===== config.mk =====
export PLATFORM = sky130hd
export DESIGN_NAME = led_strip_effect_generator_top
export DESIGN_NICKNAME = d
export VERILOG_FILES = /design/src/rtl/lseg_pkg.sv /design/src/rtl/led_strip_effect_generator_top.sv
export SDC_FILE = /design/constraint.sdc
export NUM_CORES = 1
export LEC_CHECK = 0
export ABC_CLOCK_PERIOD_IN_PS = 9050
export BUFFER_PORTS_ARGS = -buffer_cell sky130_fd_sc_hd__buf_2
export CORE_UTILIZATION = 45
export CTS_CLUSTER_SIZE = 24
export DETAILED_ROUTE_END_ITERATION = 16
export GPL_ROUTABILITY_DRIVEN = 0
export GPL_TIMING_DRIVEN = 0
export PLACE_DENSITY_LB_ADDON = 0.05
export SLEW_MARGIN = 20
export SYNTH_ARGS = -nofsm -noshare
export SYNTH_HDL_FRONTEND = slang
export SYNTH_SLANG_ARGS = --single-unit

===== constraint.sdc =====
create_clock -name clk -period 9.05 [get_ports clk]
set_clock_uncertainty 0.15 [all_clocks]
set_input_delay 0.905 -clock clk [delete_from_list [all_inputs] [get_ports clk]]
set_output_delay 0.905 -clock clk [all_outputs]
set_load 0.05 [all_outputs]

===== src/rtl/lseg_pkg.sv =====
// ----------------------------------------------------------------------------
// lseg_pkg
// Shared types, codes and color functions of the LED strip effect generator.
// ----------------------------------------------------------------------------
package lseg_pkg;

    localparam int PIX_IDX_W = 6;
    localparam int COLOR_W   = 24;
    localparam int CFG_IDX_W = 2;
    localparam int CFG_DATA_W = 16;

    // register indexes of the configuration port
    localparam logic [CFG_IDX_W-1:0] REG_EFFECT_MODE = 2'd0;
    localparam logic [CFG_IDX_W-1:0] REG_BRIGHTNESS  = 2'd1;
    localparam logic [CFG_IDX_W-1:0] REG_INTERVAL    = 2'd2;

    // effect modes
    localparam logic [3:0] MODE_OFF         = 4'd0;
    localparam logic [3:0] MODE_SPREAD      = 4'd1;
    localparam logic [3:0] MODE_UNIFORM     = 4'd2;
    localparam logic [3:0] MODE_STATIC_LAST = 4'd14;

    localparam logic [10:0] SPREAD_PHASE_MAX = 11'd1279;   // wraps at 256*5
    localparam logic [7:0]  LEVEL_MAX        = 8'd255;
    localparam logic [12:0] PCT_RECIP        = 13'd5243;   // 2^19 / 100, rounded up
    localparam int          PCT_SHIFT        = 19;

    typedef enum logic {
        ST_IDLE,
        ST_RUN
    } state_t;

    typedef enum logic [1:0] {
        FILL_KEEP,
        FILL_CONST,
        FILL_WHEEL
    } fill_kind_t;

    // color wheel, returns {red, green, blue}
    function automatic logic [COLOR_W-1:0] wheel_color(input logic [7:0] pos);
        logic [7:0] q;
        logic [7:0] r;
        logic [9:0] q3;
        begin
            q = ~pos;
            if (q < 8'd85) begin
                q3 = 10'(q) * 10'd3;
                wheel_color = {8'(10'd255 - q3), 8'd0, q3[7:0]};
            end
            else if (q < 8'd170) begin
                r = q - 8'd85;
                q3 = 10'(r) * 10'd3;
                wheel_color = {8'd0, q3[7:0], 8'(10'd255 - q3)};
            end
            else begin
                r = q - 8'd170;
                q3 = 10'(r) * 10'd3;
                wheel_color = {q3[7:0], 8'(10'd255 - q3), 8'd0};
            end
        end
    endfunction

    // fixed palette of the static color modes
    function automatic logic [COLOR_W-1:0] fixed_color(input logic [3:0] mode);
        begin
            unique case (mode)
                4'd3:    fixed_color = {8'd255, 8'd0,   8'd0};
                4'd4:    fixed_color = {8'd250, 8'd25,  8'd0};
                4'd5:    fixed_color = {8'd240, 8'd50,  8'd0};
                4'd6:    fixed_color = {8'd210, 8'd75,  8'd0};
                4'd7:    fixed_color = {8'd180, 8'd140, 8'd0};
                4'd8:    fixed_color = {8'd110, 8'd200, 8'd0};
                4'd9:    fixed_color = {8'd0,   8'd255, 8'd0};
                4'd10:   fixed_color = {8'd0,   8'd150, 8'd200};
                4'd11:   fixed_color = {8'd0,   8'd0,   8'd255};
                4'd12:   fixed_color = {8'd60,  8'd0,   8'd170};
                4'd13:   fixed_color = {8'd130, 8'd0,   8'd180};
                4'd14:   fixed_color = {8'd180, 8'd0,   8'd70};
                default: fixed_color = '0;
            endcase
        end
    endfunction

endpackage


===== src/rtl/led_strip_effect_generator_top.sv =====
// ----------------------------------------------------------------------------
// led_strip_effect_generator_top
// Paints a stored pixel buffer by effect mode and streams the frame out.
// ----------------------------------------------------------------------------
// Usage:
//   Input channel (in_valid/in_stall, now_ms): one update request per frame.
//   Output channel (out_valid/out_stall): PIXEL_COUNT results per request, in
//   pixel order, last_pixel set on the final one.
//   Config port (cfg_we/cfg_index/cfg_data): write only while idle.
//   A taken request starts the sequencer; pixel 0 passes the memory read
//   stage and then the output register. The sequencer walks the pixel memory
//   one entry per cycle unless stalled, and in_stall stays high while it runs.
//   A stalled output holds its pixel; the sequencer halts behind it and the
//   memory read stage holds its data.
//   Reset: buffer reads as black (per-entry valid bits clear), phases and
//   timestamps clear, effect_mode 0, brightness 0, interval 50 ms.
// ----------------------------------------------------------------------------
module led_strip_effect_generator_top #(
    parameter int PIXEL_COUNT = 8
) (
    input  logic                                  clk,
    input  logic                                  rst_n,
    input  logic                                  in_valid,
    output logic                                  in_stall,
    input  logic [31:0]                           now_ms,
    output logic                                  out_valid,
    input  logic                                  out_stall,
    output logic [lseg_pkg::PIX_IDX_W-1:0]        pixel_index,
    output logic [7:0]                            red,
    output logic [7:0]                            green,
    output logic [7:0]                            blue,
    output logic [7:0]                            brightness_level,
    output logic                                  last_pixel,
    input  logic                                  cfg_we,
    input  logic [lseg_pkg::CFG_IDX_W-1:0]        cfg_index,
    input  logic [lseg_pkg::CFG_DATA_W-1:0]       cfg_data
);

    localparam int IDX_W       = (PIXEL_COUNT > 1) ? $clog2(PIXEL_COUNT) : 1;
    localparam int SPREAD_STEP = 256 / PIXEL_COUNT;
    localparam int SPREAD_REM  = 256 % PIXEL_COUNT;
    localparam logic [IDX_W-1:0] LAST_IDX = IDX_W'(PIXEL_COUNT - 1);

    // configuration registers
    logic [3:0]  effect_mode_reg;
    logic [6:0]  brightness_pct_reg;
    logic [15:0] interval_ms_reg;
    logic [7:0]  level_reg;

    // effect state
    logic [10:0] spread_phase_reg,  spread_phase_next;
    logic [7:0]  uniform_phase_reg, uniform_phase_next;
    logic [31:0] spread_last_reg,   spread_last_next;
    logic [31:0] uniform_last_reg,  uniform_last_next;

    // sequencer
    lseg_pkg::state_t     state_reg, state_next;
    lseg_pkg::fill_kind_t fill_reg,  fill_next;
    logic [lseg_pkg::COLOR_W-1:0] const_color_reg, const_color_next;
    logic                 spread_reg, spread_next;
    logic [IDX_W-1:0]     idx_reg,    idx_next;
    logic [7:0]           pos_reg,    pos_next;
    logic [6:0]           rem_reg,    rem_next;

    // read stage
    logic                 s2_valid_reg, s2_valid_next;
    logic [IDX_W-1:0]     s2_idx_reg;
    logic                 s2_last_reg;
    logic                 s2_new_reg;
    logic                 s2_written_reg;
    logic [lseg_pkg::COLOR_W-1:0] s2_color_reg;

    // output register
    logic                 out_valid_reg;
    logic [IDX_W-1:0]     out_idx_reg;
    logic [lseg_pkg::COLOR_W-1:0] out_color_reg;
    logic [7:0]           out_level_reg;
    logic                 out_last_reg;

    // pixel memory
    logic [lseg_pkg::COLOR_W-1:0] pix_mem [PIXEL_COUNT];
    logic [lseg_pkg::COLOR_W-1:0] mem_rdata_reg;
    logic [PIXEL_COUNT-1:0]       written_reg;
    logic                         mem_we;
    logic                         mem_re;
    logic [lseg_pkg::COLOR_W-1:0] new_color;

    logic        in_accept;
    logic        s2_adv;
    logic        issue;
    logic        spread_due;
    logic        uniform_due;
    logic [6:0]  rem_sum;
    logic        rem_carry;
    logic [14:0] pct_x255;
    logic [27:0] level_prod;
    logic [8:0]  level_raw;
    logic [lseg_pkg::COLOR_W-1:0] s2_out_color;

    assign in_stall  = (state_reg != lseg_pkg::ST_IDLE);
    assign in_accept = in_valid && !in_stall;

    assign s2_adv = s2_valid_reg && (!out_valid_reg || !out_stall);
    assign issue  = (state_reg == lseg_pkg::ST_RUN) && (!s2_valid_reg || s2_adv);

    assign spread_due  = ((now_ms - spread_last_reg)  >= 32'(interval_ms_reg));
    assign uniform_due = ((now_ms - uniform_last_reg) >= 32'(interval_ms_reg));

    assign new_color = (fill_reg == lseg_pkg::FILL_CONST) ? const_color_reg
                                                          : lseg_pkg::wheel_color(pos_reg);
    assign mem_we = issue && (fill_reg != lseg_pkg::FILL_KEEP);
    assign mem_re = issue && (fill_reg == lseg_pkg::FILL_KEEP);

    // spread offset i*256/N built up one pixel at a time
    assign rem_sum   = rem_reg + 7'(SPREAD_REM);
    assign rem_carry = spread_reg && (rem_sum >= 7'(PIXEL_COUNT));

    // level = pct*255/100, by reciprocal multiply
    assign pct_x255   = {brightness_pct_reg, 8'd0} - 15'(brightness_pct_reg);
    assign level_prod = 28'(pct_x255) * 28'(lseg_pkg::PCT_RECIP);
    assign level_raw  = level_prod[lseg_pkg::PCT_SHIFT +: 9];

    assign s2_out_color = s2_new_reg     ? s2_color_reg  :
                          s2_written_reg ? mem_rdata_reg : '0;

    // configuration
    always_ff @(posedge clk or negedge rst_n)
    begin
        if (!rst_n)
        begin
            effect_mode_reg    <= lseg_pkg::MODE_OFF;
            brightness_pct_reg <= '0;
            interval_ms_reg    <= 16'd50;
        end
        else if (cfg_we)
        begin
            unique case (cfg_index)
                lseg_pkg::REG_EFFECT_MODE: effect_mode_reg    <= cfg_data[3:0];
                lseg_pkg::REG_BRIGHTNESS:  brightness_pct_reg <= cfg_data[6:0];
                lseg_pkg::REG_INTERVAL:    interval_ms_reg    <= cfg_data;
                default:                   ;
            endcase
        end
    end

    always_ff @(posedge clk)
    begin
        level_reg <= (level_raw > 9'(lseg_pkg::LEVEL_MAX)) ? lseg_pkg::LEVEL_MAX
                                                           : level_raw[7:0];
    end

    // next state: request decode and pixel walk
    always_comb
    begin
        state_next         = state_reg;
        fill_next          = fill_reg;
        const_color_next   = const_color_reg;
        spread_next        = spread_reg;
        idx_next           = idx_reg;
        pos_next           = pos_reg;
        rem_next           = rem_reg;
        spread_phase_next  = spread_phase_reg;
        uniform_phase_next = uniform_phase_reg;
        spread_last_next   = spread_last_reg;
        uniform_last_next  = uniform_last_reg;

        unique case (state_reg)
            lseg_pkg::ST_IDLE:
            begin
                if (in_accept)
                begin
                    state_next       = lseg_pkg::ST_RUN;
                    idx_next         = '0;
                    rem_next         = '0;
                    fill_next        = lseg_pkg::FILL_KEEP;
                    const_color_next = '0;
                    spread_next      = 1'b0;
                    pos_next         = '0;
                    priority if (effect_mode_reg == lseg_pkg::MODE_OFF)
                    begin
                        fill_next = lseg_pkg::FILL_CONST;
                    end
                    else if (effect_mode_reg == lseg_pkg::MODE_SPREAD)
                    begin
                        if (spread_due)
                        begin
                            fill_next         = lseg_pkg::FILL_WHEEL;
                            spread_next       = 1'b1;
                            pos_next          = spread_phase_reg[7:0];
                            spread_last_next  = now_ms;
                            spread_phase_next = (spread_phase_reg == lseg_pkg::SPREAD_PHASE_MAX)
                                                ? 11'd0 : spread_phase_reg + 11'd1;
                        end
                    end
                    else if (effect_mode_reg == lseg_pkg::MODE_UNIFORM)
                    begin
                        if (uniform_due)
                        begin
                            fill_next          = lseg_pkg::FILL_WHEEL;
                            pos_next           = uniform_phase_reg;
                            uniform_last_next  = now_ms;
                            uniform_phase_next = uniform_phase_reg + 8'd1;
                        end
                    end
                    else if (effect_mode_reg <= lseg_pkg::MODE_STATIC_LAST)
                    begin
                        fill_next        = lseg_pkg::FILL_CONST;
                        const_color_next = lseg_pkg::fixed_color(effect_mode_reg);
                    end
                    else
                    begin
                        fill_next = lseg_pkg::FILL_KEEP;
                    end
                end
            end
            lseg_pkg::ST_RUN:
            begin
                if (issue)
                begin
                    idx_next = idx_reg + IDX_W'(1);
                    if (spread_reg)
                    begin
                        pos_next = pos_reg + 8'(SPREAD_STEP) + 8'(rem_carry);
                        rem_next = rem_carry ? rem_sum - 7'(PIXEL_COUNT) : rem_sum;
                    end
                    else
                    begin
                        pos_next = pos_reg + 8'd1;
                    end
                    if (idx_reg == LAST_IDX)
                    begin
                        state_next = lseg_pkg::ST_IDLE;
                    end
                end
            end
            default:
            begin
                state_next = lseg_pkg::ST_IDLE;
            end
        endcase
    end

    always_ff @(posedge clk or negedge rst_n)
    begin
        if (!rst_n)
        begin
            state_reg         <= lseg_pkg::ST_IDLE;
            fill_reg          <= lseg_pkg::FILL_KEEP;
            spread_reg        <= 1'b0;
            idx_reg           <= '0;
            spread_phase_reg  <= '0;
            uniform_phase_reg <= '0;
            spread_last_reg   <= '0;
            uniform_last_reg  <= '0;
            written_reg       <= '0;
            s2_valid_reg      <= 1'b0;
            out_valid_reg     <= 1'b0;
        end
        else
        begin
            state_reg         <= state_next;
            fill_reg          <= fill_next;
            spread_reg        <= spread_next;
            idx_reg           <= idx_next;
            spread_phase_reg  <= spread_phase_next;
            uniform_phase_reg <= uniform_phase_next;
            spread_last_reg   <= spread_last_next;
            uniform_last_reg  <= uniform_last_next;
            s2_valid_reg      <= s2_valid_next;
            if (mem_we)
            begin
                written_reg[idx_reg] <= 1'b1;
            end
            if (s2_adv)
            begin
                out_valid_reg <= 1'b1;
            end
            else if (out_valid_reg && !out_stall)
            begin
                out_valid_reg <= 1'b0;
            end
        end
    end

    assign s2_valid_next = issue ? 1'b1 : (s2_valid_reg && !s2_adv);

    // payload registers
    always_ff @(posedge clk)
    begin
        const_color_reg <= const_color_next;
        pos_reg         <= pos_next;
        rem_reg         <= rem_next;
        if (issue)
        begin
            s2_idx_reg     <= idx_reg;
            s2_last_reg    <= (idx_reg == LAST_IDX);
            s2_new_reg     <= (fill_reg != lseg_pkg::FILL_KEEP);
            s2_written_reg <= written_reg[idx_reg];
            s2_color_reg   <= new_color;
        end
        if (s2_adv)
        begin
            out_idx_reg   <= s2_idx_reg;
            out_color_reg <= s2_out_color;
            out_level_reg <= level_reg;
            out_last_reg  <= s2_last_reg;
        end
    end

    // pixel buffer, registered read
    always_ff @(posedge clk)
    begin
        if (mem_we)
        begin
            pix_mem[idx_reg] <= new_color;
        end
        if (mem_re)
        begin
            mem_rdata_reg <= pix_mem[idx_reg];
        end
    end

    assign out_valid        = out_valid_reg;
    assign pixel_index      = lseg_pkg::PIX_IDX_W'(out_idx_reg);
    assign red              = out_color_reg[23:16];
    assign green            = out_color_reg[15:8];
    assign blue             = out_color_reg[7:0];
    assign brightness_level = out_level_reg;
    assign last_pixel       = out_last_reg;

`ifndef ASSERT_OFF
    a_mem_one_port: assert property (@(posedge clk) disable iff (!rst_n)
        !(mem_we && mem_re))
        else $error("pixel memory written and read in one cycle");

    a_s2_hold: assert property (@(posedge clk) disable iff (!rst_n)
        (s2_valid_reg && !s2_adv) |=> (s2_valid_reg && $stable(s2_idx_reg)))
        else $error("read stage lost its pixel under stall");

    a_last_idx: assert property (@(posedge clk) disable iff (!rst_n)
        (out_valid_reg && out_last_reg) |-> (out_idx_reg == LAST_IDX))
        else $error("last pixel mark on wrong index");

    a_phase_range: assert property (@(posedge clk) disable iff (!rst_n)
        spread_phase_reg <= lseg_pkg::SPREAD_PHASE_MAX)
        else $error("spread phase out of range");

    a_no_issue_idle: assert property (@(posedge clk) disable iff (!rst_n)
        in_accept |=> (state_reg == lseg_pkg::ST_RUN) && (idx_reg == '0))
        else $error("request did not start a frame at pixel zero");
`endif

endmodule


==> results_dict.tcl <==
set metrics [dict create \
    synth.top_cell.area_share_pct 34.9 \
    synth-async-reset-ratio_pct 28.0 \
    ff2ff_path_depth 27 \
    postCtsResizedCells 0 \
    tritoncts "yes" \
    hold_class "input pin to asynchronous set/reset pin" \
    cts_root_buffer "sky130_fd_sc_hd__clkbuf_16" \
    tightest_slew_ns 1.07 \
    synth_most_common_cell "sky130_fd_sc_hd__edfxtp_1" \
    drt-vias-per-instance 5.64 \
    post_synth_design_cell_area_sq_um 27400 \
    run_status "complete, no violations" \
    first_iteration_detailed_routing_drc_count 1274 \
    setup_viol 0 \
    synth_xor_area_share_pct 3.17 \
    cp.arrival_ns 8.41 \
    port_buffers 92 \
    hpwlAfterDp_um 51900 \
    globalRouteMet1Util_pct 31.4 \
    placement_rows 90 \
    most_congested_layer_reported_by_global_routing "met2" \
    io_pins 96 \
    post-cts-setup-buffers 0 \
    worstSetupPathType "register to register" \
    clk_transition_reported_paths_ns 0.06 \
    grt_use_met2_pct 38.3 \
    synth-compound-area-share_pct 14.1 \
    synth.yosys.warnings 0 \
    die_height_um 249 \
    gr-usage-all-layers_pct 23.0 \
    synth.lib_cells_used.distinct 82 \
    pin_count_of_the_biggest_net_entering_global_routing 74 \
    final.period_utilization_pct 89.0 \
    clock_tree.buffer_depth 3 \
    drt_wirelength_um 70200 \
    synth_seq_cells 453 \
    nNetsFinal 2950 \
    post_synth_mux_area_share_pct 4.62 \
    antenna_cells 0 \
    fraction_of_layout_instances_using_a_drive_strength_above_1_pct 13.4 \
    worst_setup_path_end_kind "register" \
    fmaxAchievable_mhz 124 \
    clock_insertion_delay_worst_skew_ns 0.62 \
    syn_area_per_cell_sq_um 11.3 \
    detail-route-antenna-nets 0 \
    critical_path.startpoint_type "register" \
    timing.setup.tns_ns 0 \
    wire_length_per_cell_after_detailed_routing_um 20.6 \
    synthFlopType "sky130_fd_sc_hd__edfxtp_1" \
    cp_data_required_time_ns 9.40 \
    grt_pass1_vias 19508 \
    synth.yosys.seq_area_share_pct 47.1 \
    layout_min_cycle_time_ns 8.06 \
    synth-edff-count 318 \
    cts_inserted_buffers 51 \
    htree_num_levels 2 \
    clock_sink_count 453 \
    synthTopCellsByCount "sky130_fd_sc_hd__edfxtp_1 (318), sky130_fd_sc_hd__inv_1 (262), sky130_fd_sc_hd__ha_1 (243)" \
    start_util_pct 45.4 \
    use_met3_pct 2.50 \
    synth_top_family_by_area "adder cells" \
    synth-adder-area-share_pct 16.4 \
    synth-simple-area-share_pct 9.50 \
    postCtsHoldBufs 0 \
    remaining_drc_errors 0 \
    grt_pass1_wl_um 111000 \
    rsz_0062_raised_after_global_routing "no" \
    drt-pass1-iter-count 8 \
    synth_area_leaders "sky130_fd_sc_hd__edfxtp_1 (35%), sky130_fd_sc_hd__dfrtp_1 (11%), sky130_fd_sc_hd__ha_1 (11%)" \
    largest_register_ff_count 192 \
    grt.overflow.total 0 \
    slew_violations 0 \
    core_area_sq_um 60200 \
    finalHoldViolations 0 \
    max-slew-margin-rel_pct 28.4 \
    syn2layout_area_growth_pct 13.3 \
    die_area_sq_um 61800 \
    critical_path.max_fanout 8 \
    syn-instance-count 2418 \
    antenna_found_initial 1 \
    post-synth-top-area-cell "sky130_fd_sc_hd__edfxtp_1" \
    chipWidth_um 249 \
    maxCapViolCount 0 \
    dr_total_vias 19221 \
]
==> cell type report <==
| class | instances | area, sq um |
|---|---|---|
| clock buffers | 61 | 1340 |
| repair buffers | 107 | 793 |
| multi-input cells | 1613 | 13200 |
| well taps | 782 | 978 |
| flip-flops and latches | 453 | 12900 |
| clock inverters | 35 | 429 |
| inverters | 264 | 991 |
| plain buffers | 90 | 394 |
| fillers | 5313 | 29300 |
==> layer usage <==
| metal | vias up | wire length (um) |
|---|---|---|
| li1 | 9148 | - |
| met1 | 9485 | 32100 |
| met2 | 478 | 33200 |
| met3 | 110 | 3000 |
| met4 | 0 | 1950 |
| met5 | - | 0 |
==> path summary, 6_finish.rpt <==
path / start / endpoint / slack, ns
max: brightness_pct_reg[2] / level_reg[5] / 0.99
min: rst_n / spread_last_reg[14] / 0.06
max reg2reg: brightness_pct_reg[2] / level_reg[5] / 0.99
min reg2reg: level_reg[3] / brightness_level[3] / 0.25
max in group asynchronous: rst_n / interval_ms_reg[1] / 7.95
min in group clk: level_reg[3] / brightness_level[3] / 0.25
==> kinds of logic (layout without fill, tap and decap cells) <==
family,Yosys count,in the layout
other,1,3
DFF,453,453
AOI/OAI and AO/OA,573,573
adders and majority gates,315,315
xor gates and xnor gates,99,99
muxes,104,104
and+or+nand+nor,519,519
buffers and inverters,354,557
==> per-stage QoR <==
step	area, sq um	hold WS (ns)	std cells	util [%]	setup WS, ns
2_1_floorplan	27400	0.236	2420	-	2.03
3_3_place_gp	28800	0.241	3294	47.8	1.09
3_5_place_dp	29200	0.239	3309	48.5	1.05
4_1_cts	31000	0.0679	3405	51.4	1.03
5_1_grt	31000	0.0909	3405	51.4	0.460
6_report	31000	0.0646	3405	51.4	0.993
==> worst max-delay path, stage by stage (launching register included) <==
cell                        delay, ns
sky130_fd_sc_hd__dfrtp_1         0.35
sky130_fd_sc_hd__clkbuf_1        0.21
sky130_fd_sc_hd__nor2_1          0.25
sky130_fd_sc_hd__nand3_1         0.18
sky130_fd_sc_hd__or3_1           0.36
sky130_fd_sc_hd__nor2_1          0.28
sky130_fd_sc_hd__inv_1           0.24
sky130_fd_sc_hd__nand3_1         0.15
sky130_fd_sc_hd__o21ai_0         0.30
sky130_fd_sc_hd__fa_1            0.53
sky130_fd_sc_hd__ha_1            0.32
sky130_fd_sc_hd__fa_1            0.49
sky130_fd_sc_hd__fa_1            0.56
sky130_fd_sc_hd__inv_1           0.06
sky130_fd_sc_hd__fa_1            0.54
sky130_fd_sc_hd__inv_1           0.05
sky130_fd_sc_hd__ha_1            0.31
sky130_fd_sc_hd__a21o_1          0.17
sky130_fd_sc_hd__a21o_1          0.18
sky130_fd_sc_hd__a21o_1          0.17
sky130_fd_sc_hd__a21oi_1         0.17
sky130_fd_sc_hd__o311ai_0        0.28
sky130_fd_sc_hd__a2111oi_0       0.62
sky130_fd_sc_hd__o21bai_1        0.17
sky130_fd_sc_hd__a21o_1          0.25
sky130_fd_sc_hd__nand4_1         0.16
sky130_fd_sc_hd__nand3_1         0.13
sky130_fd_sc_hd__or2_2           0.32
==> layout by cell type, fill, tap and decap left out, types with 17 or more instances in the layout <==
cell type	count
sky130_fd_sc_hd__fa_1	72
sky130_fd_sc_hd__nand2b_1	17
sky130_fd_sc_hd__nand3_1	46
sky130_fd_sc_hd__nand4_1	52
sky130_fd_sc_hd__xor2_1	31
sky130_fd_sc_hd__buf_2	96
sky130_fd_sc_hd__inv_1	261
sky130_fd_sc_hd__a21oi_1	129
sky130_fd_sc_hd__o21bai_1	18
sky130_fd_sc_hd__dfrtp_1	124
sky130_fd_sc_hd__nor3_1	32
sky130_fd_sc_hd__and3_1	18
sky130_fd_sc_hd__a22oi_1	111
sky130_fd_sc_hd__ha_1	243
sky130_fd_sc_hd__o21a_1	18
sky130_fd_sc_hd__clkbuf_1	80
sky130_fd_sc_hd__a21o_1	42
sky130_fd_sc_hd__xnor2_1	68
sky130_fd_sc_hd__nor2_1	103
sky130_fd_sc_hd__o21ai_0	94
sky130_fd_sc_hd__clkbuf_16	51
sky130_fd_sc_hd__a22o_1	28
sky130_fd_sc_hd__nand2_1	143
sky130_fd_sc_hd__mux2_2	61
sky130_fd_sc_hd__edfxtp_1	318
sky130_fd_sc_hd__mux2_4	29
Power is not shown: default switching activity piles up to over one toggle a cycle in this logic, so the estimate is an artifact.
